--- src/mrtu_pkg.sv ---
// Shared types, constants and CRC helper for the Modbus RTU master frame engine.
`timescale 1ns / 1ps
package mrtu_pkg;

  localparam int RxDepthDef     = 64;
  localparam int MaxReadRegsDef = 16;

  localparam logic [15:0] CrcInit = 16'hFFFF;
  localparam logic [15:0] CrcPoly = 16'hA001;
  localparam logic [7:0]  FnWrite = 8'h06;
  localparam logic [7:0]  FnRead  = 8'h03;

  localparam logic [1:0] OpWrite  = 2'd0;
  localparam logic [1:0] OpRead   = 2'd1;
  localparam logic [1:0] OpRxByte = 2'd2;
  localparam logic [1:0] OpEnd    = 2'd3;

  localparam logic [1:0] KindTx     = 2'd0;
  localparam logic [1:0] KindReg    = 2'd1;
  localparam logic [1:0] KindStatus = 2'd2;

  localparam logic [1:0] PhIdle  = 2'd0;
  localparam logic [1:0] PhWrite = 2'd1;
  localparam logic [1:0] PhRead  = 2'd2;

  localparam logic [3:0] StOk       = 4'd0;
  localparam logic [3:0] StNoReply  = 4'd1;
  localparam logic [3:0] StOverflow = 4'd2;
  localparam logic [3:0] StBadLen   = 4'd3;
  localparam logic [3:0] StBadCrc   = 4'd4;
  localparam logic [3:0] StBadSlave = 4'd5;
  localparam logic [3:0] StBadFn    = 4'd6;
  localparam logic [3:0] StBadEcho  = 4'd7;
  localparam logic [3:0] StBadReq   = 4'd8;

  typedef struct packed {
    logic       acc;
    logic       idx_clr;
    logic       idx_inc;
    logic       rd_hi;
    logic       rd_lo;
    logic       out_load;
    logic [1:0] out_kind;
    logic       out_last;
  } cmd_t;

  typedef struct packed {
    logic [1:0] opcode;
    logic       phase_idle;
    logic       req_bad;
    logic       read_ok;
    logic       idx_tx_end;
    logic       idx_reg_end;
    logic       out_free;
  } sts_t;

  function automatic logic [15:0] crc_byte(input logic [15:0] c, input logic [7:0] d);
    logic [15:0] r;
    r = c ^ {8'h00, d};
    for (int b = 0; b < 8; b++) begin
      r = r[0] ? ((r >> 1) ^ CrcPoly) : (r >> 1);
    end
    return r;
  endfunction

endpackage

--- src/mrtu_ctrl.sv ---
// Sequencing state machine: accepts items and steps the datapath through each result.
`timescale 1ns / 1ps
module mrtu_ctrl import mrtu_pkg::*; (
  input  logic clk_i,
  input  logic rst_ni,
  input  logic in_valid_i,
  output logic in_stall_o,
  input  sts_t sts_i,
  output cmd_t cmd_o
);

  localparam logic [2:0] SIdle = 3'd0;
  localparam logic [2:0] STx   = 3'd1;
  localparam logic [2:0] SVHi  = 3'd2;
  localparam logic [2:0] SVLo  = 3'd3;
  localparam logic [2:0] SVOut = 3'd4;
  localparam logic [2:0] SStat = 3'd5;

  logic [2:0] state_q, state_d;

  always_ff @(posedge clk_i or negedge rst_ni) begin
    if (!rst_ni) begin
      state_q <= SIdle;
    end else begin
      state_q <= state_d;
    end
  end

  always_comb begin
    state_d    = state_q;
    cmd_o      = '0;
    in_stall_o = (state_q != SIdle);
    case (state_q)
      SIdle: begin
        if (in_valid_i) begin
          cmd_o.acc = 1'b1;
          case (sts_i.opcode)
            OpWrite, OpRead: begin
              if (sts_i.opcode == OpRead && sts_i.req_bad) begin
                state_d = SStat;
              end else begin
                cmd_o.idx_clr = 1'b1;
                state_d       = STx;
              end
            end
            OpEnd: begin
              if (!sts_i.phase_idle && sts_i.read_ok) begin
                cmd_o.idx_clr = 1'b1;
                state_d       = SVHi;
              end else begin
                state_d = SStat;
              end
            end
            default: state_d = SIdle;
          endcase
        end
      end
      STx: begin
        if (sts_i.out_free) begin
          cmd_o.out_load = 1'b1;
          cmd_o.out_kind = KindTx;
          cmd_o.out_last = sts_i.idx_tx_end;
          if (sts_i.idx_tx_end) begin
            state_d = SIdle;
          end else begin
            cmd_o.idx_inc = 1'b1;
          end
        end
      end
      SVHi: begin
        cmd_o.rd_hi = 1'b1;
        state_d     = SVLo;
      end
      SVLo: begin
        cmd_o.rd_lo = 1'b1;
        state_d     = SVOut;
      end
      SVOut: begin
        if (sts_i.out_free) begin
          cmd_o.out_load = 1'b1;
          cmd_o.out_kind = KindReg;
          if (sts_i.idx_reg_end) begin
            state_d = SStat;
          end else begin
            cmd_o.idx_inc = 1'b1;
            state_d       = SVHi;
          end
        end
      end
      SStat: begin
        if (sts_i.out_free) begin
          cmd_o.out_load = 1'b1;
          cmd_o.out_kind = KindStatus;
          cmd_o.out_last = 1'b1;
          state_d        = SIdle;
        end
      end
      default: state_d = SIdle;
    endcase
  end

endmodule

--- src/mrtu_dp.sv ---
// Datapath: request registers, receive buffer, CRC, reply checks and output register.
`timescale 1ns / 1ps
module mrtu_dp import mrtu_pkg::*; #(
  parameter int RX_DEPTH      = RxDepthDef,
  parameter int MAX_READ_REGS = MaxReadRegsDef
) (
  input  logic        clk_i,
  input  logic        rst_ni,
  input  cmd_t        cmd_i,
  output sts_t        sts_o,
  input  logic [1:0]  opcode_i,
  input  logic [7:0]  slave_addr_i,
  input  logic [15:0] reg_addr_i,
  input  logic [15:0] value_i,
  input  logic [7:0]  rx_data_i,
  output logic        out_valid_o,
  input  logic        out_stall_i,
  output logic [1:0]  kind_o,
  output logic [7:0]  tx_data_o,
  output logic [3:0]  reg_index_o,
  output logic [15:0] reg_value_o,
  output logic [3:0]  status_o,
  output logic        last_o
);

  localparam int AW   = (RX_DEPTH > 1) ? $clog2(RX_DEPTH) : 1;
  localparam int CW   = $clog2(RX_DEPTH + 1);
  localparam int IdxW = ($clog2(MAX_READ_REGS + 1) > 4) ? $clog2(MAX_READ_REGS + 1) : 4;
  localparam int SumW = AW + IdxW + 2;

  // control state
  logic [1:0]    phase_q;
  logic [7:0]    req_slave_q;
  logic [15:0]   req_reg_q;
  logic [15:0]   req_value_q;
  logic          req_rd_q;
  logic [CW-1:0] count_q;
  logic          ovf_q;
  logic [IdxW-1:0] idx_q;
  logic [3:0]    st_q;
  logic          out_valid_q;

  // payload
  logic [7:0]  mem_q [RX_DEPTH];
  logic [7:0]  rd_q, hi_q;
  logic [7:0]  b_q [6];
  logic [7:0]  last1_q, last2_q;
  logic [15:0] c0_q, c1_q, c2_q, tx_crc_q;
  logic [1:0]  kind_q;
  logic [7:0]  tx_q;
  logic [3:0]  ridx_q;
  logic [15:0] rval_q;
  logic [3:0]  stat_q;
  logic        last_q;

  logic          req_bad;
  logic          rx_wr;
  logic          out_free;
  logic [3:0]    chk;
  logic [17:0]   expect_len;
  logic [SumW-1:0] addr_hi, addr_lo;
  logic [7:0]    tx_byte;

  assign req_bad  = (value_i == 16'd0) || (value_i > 16'(MAX_READ_REGS));
  assign rx_wr    = cmd_i.acc && (opcode_i == OpRxByte) && (phase_q != PhIdle)
                    && (count_q != CW'(RX_DEPTH));
  assign out_free = !out_valid_q || !out_stall_i;

  assign expect_len = (phase_q == PhRead) ? (18'd5 + {1'b0, req_value_q, 1'b0}) : 18'd8;

  always_comb begin
    if (ovf_q) begin
      chk = StOverflow;
    end else if (count_q == '0) begin
      chk = StNoReply;
    end else if (18'(count_q) != expect_len) begin
      chk = StBadLen;
    end else if ({last1_q, last2_q} != c2_q) begin
      chk = StBadCrc;
    end else if (b_q[0] != req_slave_q) begin
      chk = StBadSlave;
    end else if (b_q[1] != ((phase_q == PhRead) ? FnRead : FnWrite)) begin
      chk = StBadFn;
    end else if (phase_q == PhRead) begin
      chk = (17'(b_q[2]) != {req_value_q, 1'b0}) ? StBadEcho : StOk;
    end else if (b_q[2] != req_reg_q[15:8] || b_q[3] != req_reg_q[7:0] ||
                 b_q[4] != req_value_q[15:8] || b_q[5] != req_value_q[7:0]) begin
      chk = StBadEcho;
    end else begin
      chk = StOk;
    end
  end

  always_comb begin
    sts_o             = '0;
    sts_o.opcode      = opcode_i;
    sts_o.phase_idle  = (phase_q == PhIdle);
    sts_o.req_bad     = req_bad;
    sts_o.read_ok     = (phase_q == PhRead) && (chk == StOk);
    sts_o.idx_tx_end  = (idx_q == IdxW'(7));
    sts_o.idx_reg_end = (17'(idx_q) + 17'd1) == 17'(req_value_q);
    sts_o.out_free    = out_free;
  end

  assign addr_hi = SumW'(3) + SumW'({idx_q, 1'b0});
  assign addr_lo = addr_hi + SumW'(1);

  always_comb begin
    case (idx_q[2:0])
      3'd0:    tx_byte = req_slave_q;
      3'd1:    tx_byte = req_rd_q ? FnRead : FnWrite;
      3'd2:    tx_byte = req_reg_q[15:8];
      3'd3:    tx_byte = req_reg_q[7:0];
      3'd4:    tx_byte = req_value_q[15:8];
      3'd5:    tx_byte = req_value_q[7:0];
      3'd6:    tx_byte = tx_crc_q[7:0];
      default: tx_byte = tx_crc_q[15:8];
    endcase
  end

  always_ff @(posedge clk_i or negedge rst_ni) begin
    if (!rst_ni) begin
      phase_q     <= PhIdle;
      req_slave_q <= '0;
      req_reg_q   <= '0;
      req_value_q <= '0;
      req_rd_q    <= 1'b0;
      count_q     <= '0;
      ovf_q       <= 1'b0;
      idx_q       <= '0;
      st_q        <= StOk;
      out_valid_q <= 1'b0;
    end else begin
      if (cmd_i.acc) begin
        case (opcode_i)
          OpWrite, OpRead: begin
            count_q <= '0;
            ovf_q   <= 1'b0;
            if (opcode_i == OpRead && req_bad) begin
              phase_q <= PhIdle;
              st_q    <= StBadReq;
            end else begin
              req_slave_q <= slave_addr_i;
              req_reg_q   <= reg_addr_i;
              req_value_q <= value_i;
              req_rd_q    <= (opcode_i == OpRead);
              if (opcode_i == OpRead) begin
                phase_q <= PhRead;
              end else begin
                phase_q <= (slave_addr_i == 8'd0) ? PhIdle : PhWrite;
              end
            end
          end
          OpRxByte: begin
            if (rx_wr) begin
              count_q <= count_q + CW'(1);
            end else if (phase_q != PhIdle) begin
              ovf_q <= 1'b1;
            end
          end
          default: begin
            st_q    <= (phase_q == PhIdle) ? StBadReq : chk;
            phase_q <= PhIdle;
            count_q <= '0;
            ovf_q   <= 1'b0;
          end
        endcase
      end
      if (cmd_i.idx_clr) begin
        idx_q <= '0;
      end else if (cmd_i.idx_inc) begin
        idx_q <= idx_q + IdxW'(1);
      end
      if (cmd_i.out_load) begin
        out_valid_q <= 1'b1;
      end else if (!out_stall_i) begin
        out_valid_q <= 1'b0;
      end
    end
  end

  // receive buffer, running CRC history and frame bytes
  always_ff @(posedge clk_i) begin
    if (cmd_i.acc && (opcode_i == OpWrite || opcode_i == OpRead || opcode_i == OpEnd)) begin
      c0_q     <= CrcInit;
      tx_crc_q <= CrcInit;
    end
    if (rx_wr) begin
      mem_q[count_q[AW-1:0]] <= rx_data_i;
      c0_q    <= crc_byte(c0_q, rx_data_i);
      c1_q    <= c0_q;
      c2_q    <= c1_q;
      last1_q <= rx_data_i;
      last2_q <= last1_q;
      for (int i = 0; i < 6; i++) begin
        if (count_q == CW'(i)) begin
          b_q[i] <= rx_data_i;
        end
      end
    end
    if (cmd_i.rd_hi) begin
      rd_q <= mem_q[addr_hi[AW-1:0]];
    end
    if (cmd_i.rd_lo) begin
      hi_q <= rd_q;
      rd_q <= mem_q[addr_lo[AW-1:0]];
    end
    if (cmd_i.out_load) begin
      kind_q <= cmd_i.out_kind;
      last_q <= cmd_i.out_last;
      tx_q   <= '0;
      ridx_q <= '0;
      rval_q <= '0;
      stat_q <= '0;
      case (cmd_i.out_kind)
        KindTx: begin
          tx_q <= tx_byte;
          if (idx_q < IdxW'(6)) begin
            tx_crc_q <= crc_byte(tx_crc_q, tx_byte);
          end
        end
        KindReg: begin
          ridx_q <= idx_q[3:0];
          rval_q <= {hi_q, rd_q};
        end
        default: stat_q <= st_q;
      endcase
    end
  end

  assign out_valid_o = out_valid_q;
  assign kind_o      = kind_q;
  assign tx_data_o   = tx_q;
  assign reg_index_o = ridx_q;
  assign reg_value_o = rval_q;
  assign status_o    = stat_q;
  assign last_o      = last_q;

endmodule

--- src/modbus_rtu_master_frame_engine_top.sv ---
// Top level of the Modbus RTU master frame engine.
`timescale 1ns / 1ps
// Usage:
//  Input channel (in_valid_i / in_stall_o) carries one command per transfer:
//  start write-single, start read-holding, received byte, or frame end.
//  Output channel (out_valid_o / out_stall_i) carries results: transmit
//  bytes, register values and status; last_o marks the final result of a command.
// Timing:
//  A received byte produces no result.
//  A request is accepted, then gives one transmit byte per cycle while the
//  output does not stall (8 in all); a rejected read count gives one status.
//  A frame end is checked in the accept cycle from registered byte and CRC
//  history; a good read reply then streams values, each read in states SVHi
//  and SVLo over the single registered read port of the receive buffer, then status.
//  One command is in flight at a time; the next is taken once its last
//  result sits in the output register.
// Reset clears phase, counts and output valid; the buffer needs no clearing.
// A stall on the output holds the result register and pauses the sequencer.
module modbus_rtu_master_frame_engine_top import mrtu_pkg::*; #(
  parameter int RX_DEPTH      = RxDepthDef,
  parameter int MAX_READ_REGS = MaxReadRegsDef
) (
  input  logic        clk_i,
  input  logic        rst_ni,
  input  logic        in_valid_i,
  output logic        in_stall_o,
  input  logic [1:0]  opcode_i,
  input  logic [7:0]  slave_addr_i,
  input  logic [15:0] reg_addr_i,
  input  logic [15:0] value_i,
  input  logic [7:0]  rx_data_i,
  output logic        out_valid_o,
  input  logic        out_stall_i,
  output logic [1:0]  kind_o,
  output logic [7:0]  tx_data_o,
  output logic [3:0]  reg_index_o,
  output logic [15:0] reg_value_o,
  output logic [3:0]  status_o,
  output logic        last_o
);

  cmd_t cmd;
  sts_t sts;

  mrtu_ctrl u_ctrl (
    .clk_i      (clk_i),
    .rst_ni     (rst_ni),
    .in_valid_i (in_valid_i),
    .in_stall_o (in_stall_o),
    .sts_i      (sts),
    .cmd_o      (cmd)
  );

  mrtu_dp #(
    .RX_DEPTH      (RX_DEPTH),
    .MAX_READ_REGS (MAX_READ_REGS)
  ) u_dp (
    .clk_i        (clk_i),
    .rst_ni       (rst_ni),
    .cmd_i        (cmd),
    .sts_o        (sts),
    .opcode_i     (opcode_i),
    .slave_addr_i (slave_addr_i),
    .reg_addr_i   (reg_addr_i),
    .value_i      (value_i),
    .rx_data_i    (rx_data_i),
    .out_valid_o  (out_valid_o),
    .out_stall_i  (out_stall_i),
    .kind_o       (kind_o),
    .tx_data_o    (tx_data_o),
    .reg_index_o  (reg_index_o),
    .reg_value_o  (reg_value_o),
    .status_o     (status_o),
    .last_o       (last_o)
  );

endmodule

--- config.mk ---
export PLATFORM = sky130hd
export DESIGN_NAME = modbus_rtu_master_frame_engine_top
export DESIGN_NICKNAME = d
export VERILOG_FILES = /design/src/mrtu_pkg.sv /design/src/mrtu_ctrl.sv /design/src/mrtu_dp.sv /design/src/modbus_rtu_master_frame_engine_top.sv
export SDC_FILE = /design/constraint.sdc
export NUM_CORES = 1
export LEC_CHECK = 0
export ABC_AREA = 0
export BUFFER_PORTS_ARGS = -buffer_cell sky130_fd_sc_hd__buf_2
export CAP_MARGIN = 40
export CORE_MARGIN = 2
export CORE_UTILIZATION = 40
export DETAILED_ROUTE_END_ITERATION = 8
export PLACE_DENSITY_LB_ADDON = 0.1
export SYNTH_ARGS = -nofsm -noshare
export SYNTH_HDL_FRONTEND = slang
export SYNTH_SLANG_ARGS = --single-unit
--- constraint.sdc ---
create_clock -name clk_i -period 6.3 [get_ports clk_i]
set_input_delay 0.315 -clock clk_i [delete_from_list [all_inputs] [get_ports clk_i]]
set_output_delay 0.315 -clock clk_i [all_outputs]
set_load 0.02 [all_outputs]
# Yosys cells after proc, flatten, opt, wreduce, memory -nomap -nowiden
# Memory sizes are Yosys's and may differ from the RTL's.
# Cells that the tools add are included.
# word_totals
n_memories	2
ram_bits	560
regBits	195
# mem_list
memory	depth	word_bits	rd	rd_clocked_by_memory_dff	wr	line	text
u_dp.mem_q	64	8	2	0	1	mrtu_dp.sv:44	logic [7:0] mem_q [RX_DEPTH];
u_dp.b_q	6	8	6	0	1	mrtu_dp.sv:46	logic [7:0] b_q [6];
# op_classes
order_cmp	2
n_mux	115
add_sub_neg	6
eq_ne	43
reduce_logical	44
n_bitwise	20
# ops
cell	count
$mux W16	22
$mux W8	7
$pmux W8 S7	1
$mux W3	18
$ne A8 B8 Y1	6
$not A2 Y3	16
$mux W4	11
$reduce_or A8 Y1	5
$mux W1	39
$xor A16 B8 Y16	2
$add A3 B17 Y18 const A	1
$mux W18	1
$ne A7 B18 Y1	1
$pmux W3 S6	1
$eq A17 B16 Y1	1
$ne A8 B17 Y1	1
$gt A16 B5 Y1 const B	1
$logic_not A16 Y1	1
$ne A16 B16 Y1	1
$eq A3 B3 Y1 const B	5
$eq A7 B2 Y1 const B	2
$eq A7 B3 Y1 const B	2
$mux W7	2
$ne A2 B1 Y1 const B	7
36 further kinds	76

# Depth between registers and ports, before layout
# An unclocked memory read counts as a cell.
# depth
ltp_word	31
depth_mapped	15

# By module
# A second synthesis with hierarchy kept.
# hier_totals
hier_cells	1736
area_unflattened_um2	30913.4
# modules_own_cells
mod	cells_per_inst	area_per_inst_um2	instances
mrtu_dp	1686	30551.8	1
mrtu_ctrl	50	361.6	1

# Least setup slack after synthesis
# OpenSTA, ideal clock, no wires.
# synth_path
path_kind	register -> register
startpoint	reg u_dp.idx_q[0]
endpoint	reg u_dp.tx_crc_q[0]
required_time_ps	6227
slack_ps	1830
t_arrival_ps	4397
path_stages_with_launch	16
period_less_slack_ps	4470
cell_sequence	dfrtp_1 > clkbuf_1 > buf_1 > clkbuf_1 > inv_1 > ha_1 > buf_6 > or4_4 > buf_6 > and3_1 > o211a_2 > nor3_4 > xor2_1 > xnor3_2 > xor3_1 > mux2i_1
# synth_between
elab_chain_cells	15
elab_cells_between_ends	28
# synth_rtl
item	line	text
start: declaration	mrtu_dp.sv:39	logic [IdxW-1:0] idx_q;
start signal: assignment	mrtu_dp.sv:172	idx_q <= idx_q + IdxW'(1);
$eq A3 B3 Y1, or another cell as far along	mrtu_dp.sv:109	case (idx_q[2:0])
$pmux W8 S7	mrtu_dp.sv:109	
$xor A16 B8 Y16	mrtu_pkg.sv:59	r = c ^ {8'h00, d};
$mux W16 or $not A2 Y3 (tied branches) (6 in a row)	-	
$not A2 Y3 (no source line) or $mux W16 (tied branches)	-	
$mux W16 (2 in a row)	mrtu_pkg.sv:61	r = r[0] ? ((r >> 1) ^ CrcPoly) : (r >> 1);
$mux W16 (*)	mrtu_dp.sv:218	if (idx_q < IdxW'(6)) begin
$mux W16 (*)	mrtu_dp.sv:215	case (cmd_i.out_kind)
$mux W16 (*)	mrtu_dp.sv:208	if (cmd_i.out_load) begin
end signal: assignment	mrtu_dp.sv:186	tx_crc_q <= CrcInit;
end signal: assignment	mrtu_dp.sv:219	tx_crc_q <= crc_byte(tx_crc_q, tx_byte);
end: declaration	mrtu_dp.sv:48	logic [15:0] c0_q, c1_q, c2_q, tx_crc_q;
# Mark *: on every way between the ends. The rest lies on a longest branch, timed or not.
# A chain may end at the register's enable or synchronous reset.

# Worst setup path in the final report
# layout_path
startpoint	reg u_dp.idx_q[2]
endpoint	reg u_dp.rd_q[1], data pin
# layout_between
elab_chain_cells	4
elab_cells_between_ends	5
# layout_rtl
item	line	text
$add A2 B6 Y6 (*)	mrtu_dp.sv:105	assign addr_hi = SumW'(3) + SumW'({idx_q, 1'b0});
$add A6 B1 Y6 or $mem_v2 Z64 W8 (tied branches)	-	
$mem_v2 Z64 W8 (*)	-	
$mux W8 (*)	mrtu_dp.sv:204	if (cmd_i.rd_lo) begin
end signal: assignment	mrtu_dp.sv:202	rd_q <= mem_q[addr_hi[AW-1:0]];
end signal: assignment	mrtu_dp.sv:206	rd_q <= mem_q[addr_lo[AW-1:0]];
end: declaration	mrtu_dp.sv:45	logic [7:0] rd_q, hi_q;
# Mark *: on every way between the ends. The rest lies on a longest branch, timed or not. The select of a mux whose other input is x is not followed.

==> flow_summary.yaml <==
run_status:
  status: "finished clean"
critical_path:
  cp-end-kind: "register"
  start_kind: "register"
  cp_max_fo: 30
  crit_arrival_ns: 4.69
  crit_type: "reg2reg"
  required_ns: 6.65
global_route:
  grt-ovfl-total: 0
  antenna_found_initial: 0
  grt_pass1_wl_mm: 113.7
  grt_max_degree: 68
  track_usage_pct: 19.86
  first_global_vias: 16490
cts:
  clk_latency_ns: 0.64
  post-cts-setup-buffer-count: 0
  cts_tree: "yes"
  cts.path.max_buffers: 3
  cts_buffers: 82
  clockRootBuffer: "clkbuf_16"
  cts_resized: 0
  ctsHtreeMaxLevel: 3
  clkSinkCount: 755
  path_clk_slew_ns: 0.06
job:
  maxCapViolCount: 0
synth:
  yosysSeqAreaShare_pct: 72.28
  synth-edff-count: 675
  syn_area_per_cell_um2: 18.16
  synth_top_area_share_pct: 66.02
  synth-main-ff-cell: "edfxtp_1"
  synth-async-reset-ratio_pct: 8.477
  synth_area_leaders: "edfxtp_1, mux4_2, dfrtp_1, xnor2_1, xor2_1"
  synth_area_leader_cell: "edfxtp_1"
  yosysWarnings: 0
  ys_types: 71
  syn_area_um2: 30700
  syn-num-nets: 1756
  ys_ff_latch: 755
  synthCells: 1691
timing:
  report.final.hold_viol_count: 0
  slew_headroom_pct: 40.64
  slew_viol_final: 0
  setup_viol: 0
  fmax_mhz: 230.0
  layout_min_cycle_time_ns: 4.347
  whs_ns: 0.06041
  skew_ns: 0.03170
  worst_pin_slew_ns: 0.8781
  rsz0062_at_grt: "false"
  fin_tns_setup_ns: 0
  period_share_pct: 69.01
die:
  fp.coreArea_um2: 75950
  die_h_um: 281.1
  dieWidth_um: 281.1
  io_pins: 91
  die_area_um2: 78990
  fp-row-count: 101
  start_util_pct: 40.43
route:
  avgRoutedWirePerCell_um: 26.09
  drc: 0
  first_iter_violations: 1608
  first_pass_iters: 6
  vias_per_cell: 5.459
  ant_nets: 0
  wirelength_mm: 77.21
  vias: 16150
cells_and_area:
  nNetsFinal: 1926
  final_cells: 2959
  fin_util_pct: 47.11
  final_area_um2: 35780
  n_fill_cell: 6430
  drive_gt1_share_pct: 23.86
  syn_to_final_growth_pct: 16.53
min_path:
  holdCritPathClass: "in2reg"
power:
  vdd_drop_max_v: 0.0004294
  powerDensity_nw_per_um2: 492.7
  p_leak_nw: 11.71
place:
  place_congestion: 0.8076
  place_inst: 2765
  post-dp-hpwl_mm: 50.31
  placed_area_um2: 32580
  portBuffers: 90
-- layout make-up --
cell class,instances,area [µm²],share of cell area (%)
inverters,15,56.30,0.1574
clock inverters,47,504.2,1.409
diodes,1,2.502,0.006994
repair buffers,174,1291,3.609
multi-input cells,833,8170,22.84
clock buffers,104,2270,6.344
well taps,1030,1289,3.602
flip-flops and latches,755,22200,62.04
-- cell usage after synthesis, types with 8 or more instances --
master	n
mux2_2	44
o21ai_0	19
nor3_1	14
a211oi_1	35
xor2_1	58
mux2i_1	27
nor2b_1	22
clkbuf_1	60
ha_1	11
nand3_1	25
o22a_1	15
dfrtp_1	64
nand2_1	39
dfxtp_1	16
a221oi_1	8
xnor2_1	69
a21oi_1	34
mux4_2	144
inv_1	15
edfxtp_1	675
and2_1	31
nand4_1	10
nor2_1	104
nor4_1	23
buf_1	21
or3_1	8
nand2b_1	8
-- report_power, final --
group / internal [mW] / switching (mW) / leakage (nW)
sequential: 5.88 / 0.556 / 6.97
clock: 2.93 / 1.98 / 1.36
combinational: 2.92 / 3.36 / 3.38
-- worst max-delay path: stages (launching register included) --
cell and delay (ns):
dfrtp_1 0.84, inv_1 0.23, ha_1 0.37, buf_4 0.45, xor2_4 0.67, buf_4 0.48
nor2b_1 0.09, a211oi_1 0.32, a21oi_1 0.11, a211oi_1 0.41, a21oi_1 0.07
-- what timing repair did --
action                                  4_1_cts  5_1_grt
hold buffers                                 42        0
endpoints found under the setup margin        0        0
endpoints found under the hold margin       105        0
-- flip-flops by register name (all words and copies together), names as in the netlist, 2 cells and up --
signal / flops
u_dp.req_reg_q: 16
u_dp.last1_q: 8
u_dp.c0_q: 16
u_dp.last2_q: 8
u_dp.tx_data_o: 8
u_dp.idx_q: 5
u_dp.reg_value_o: 16
u_dp.c2_q: 16
u_dp.count_q: 7
u_dp.mem_q: 512
u_dp.phase_q: 2
u_dp.c1_q: 16
u_dp.rd_q: 8
u_dp.reg_index_o: 4
u_dp.b_q: 48
u_dp.req_value_q: 16
u_dp.st_q: 4
u_ctrl.state_q: 3
u_dp.kind_o: 2
u_dp.status_o: 4
u_dp.hi_q: 8
u_dp.tx_crc_q: 16
u_dp.req_slave_q: 8
-- cell usage in the layout (no fill, tap or decap), types with 15 or more instances in the layout --
| cell type | synthesis | final |
|---|---|---|
| buf_2 | 5 | 90 |
| a211oi_1 | 35 | 35 |
| nor4_1 | 23 | 23 |
| o21ai_0 | 19 | 19 |
| edfxtp_1 | 675 | 675 |
| mux2i_1 | 27 | 27 |
| nor2b_1 | 22 | 22 |
| dlygate4sd3_1 | 0 | 42 |
| o22a_1 | 15 | 15 |
| inv_1 | 15 | 15 |
| xnor2_1 | 69 | 69 |
| xor2_1 | 58 | 55 |
| nand3_1 | 25 | 25 |
| buf_4 | 0 | 34 |
| mux2_2 | 44 | 44 |
| a21oi_1 | 34 | 33 |
| nor2_1 | 104 | 103 |
| clkbuf_16 | 0 | 86 |
| dfrtp_1 | 64 | 63 |
| mux4_2 | 144 | 144 |
| nand2_1 | 39 | 39 |
| dfxtp_1 | 16 | 16 |
| and2_1 | 31 | 30 |
| clkinv_1 | 0 | 15 |
-- metrics by stage --
stage	setup slack [ns]	power, mW
floorplan	1.830	10.83
global placement	2.021	12.76
detailed placement	1.964	12.85
CTS	1.949	17.80
global route	1.723	18.46
finish	1.953	17.63
-- layer usage --
metal	GRT usage [%]	share of wire, %	up-vias
li1	-	-	7087
met1	28.40	45	8422
met2	31.31	47	518
met3	3.184	5.5	127
met4	6.157	2.7	0
met5	0	0	-
-- cell families after synthesis --
| logic type | share of synthesized area, % |
|---|---|
| buffers and inverters | 1.328 |
| adder cells (fa/ha/maj) | 0.4483 |
| flip-flops | 72.28 |
| multiplexers | 13.09 |
| XOR/XNOR | 3.831 |
| AND/OR/NAND/NOR | 5.212 |
| AO/OA/AOI/OAI | 3.810 |
-- worst paths after layout --
check	from	to	slack, ns	depth (start not counted)
min in group asynchronous	rst_ni	u_dp.req_reg_q[13]	0.12	3
setup / recovery	u_dp.idx_q[2]	u_dp.rd_q[1]	1.95	10
max in group asynchronous	rst_ni	u_dp.idx_q[0]	5.65	4
setup reg to reg	u_dp.idx_q[2]	u_dp.rd_q[1]	1.95	10
hold reg to reg	u_dp.c1_q[8]	u_dp.c2_q[8]	0.42	0
hold / removal	opcode_i[0]	u_dp.req_rd_q	0.06	3
(Power assumes the default switching activity.)
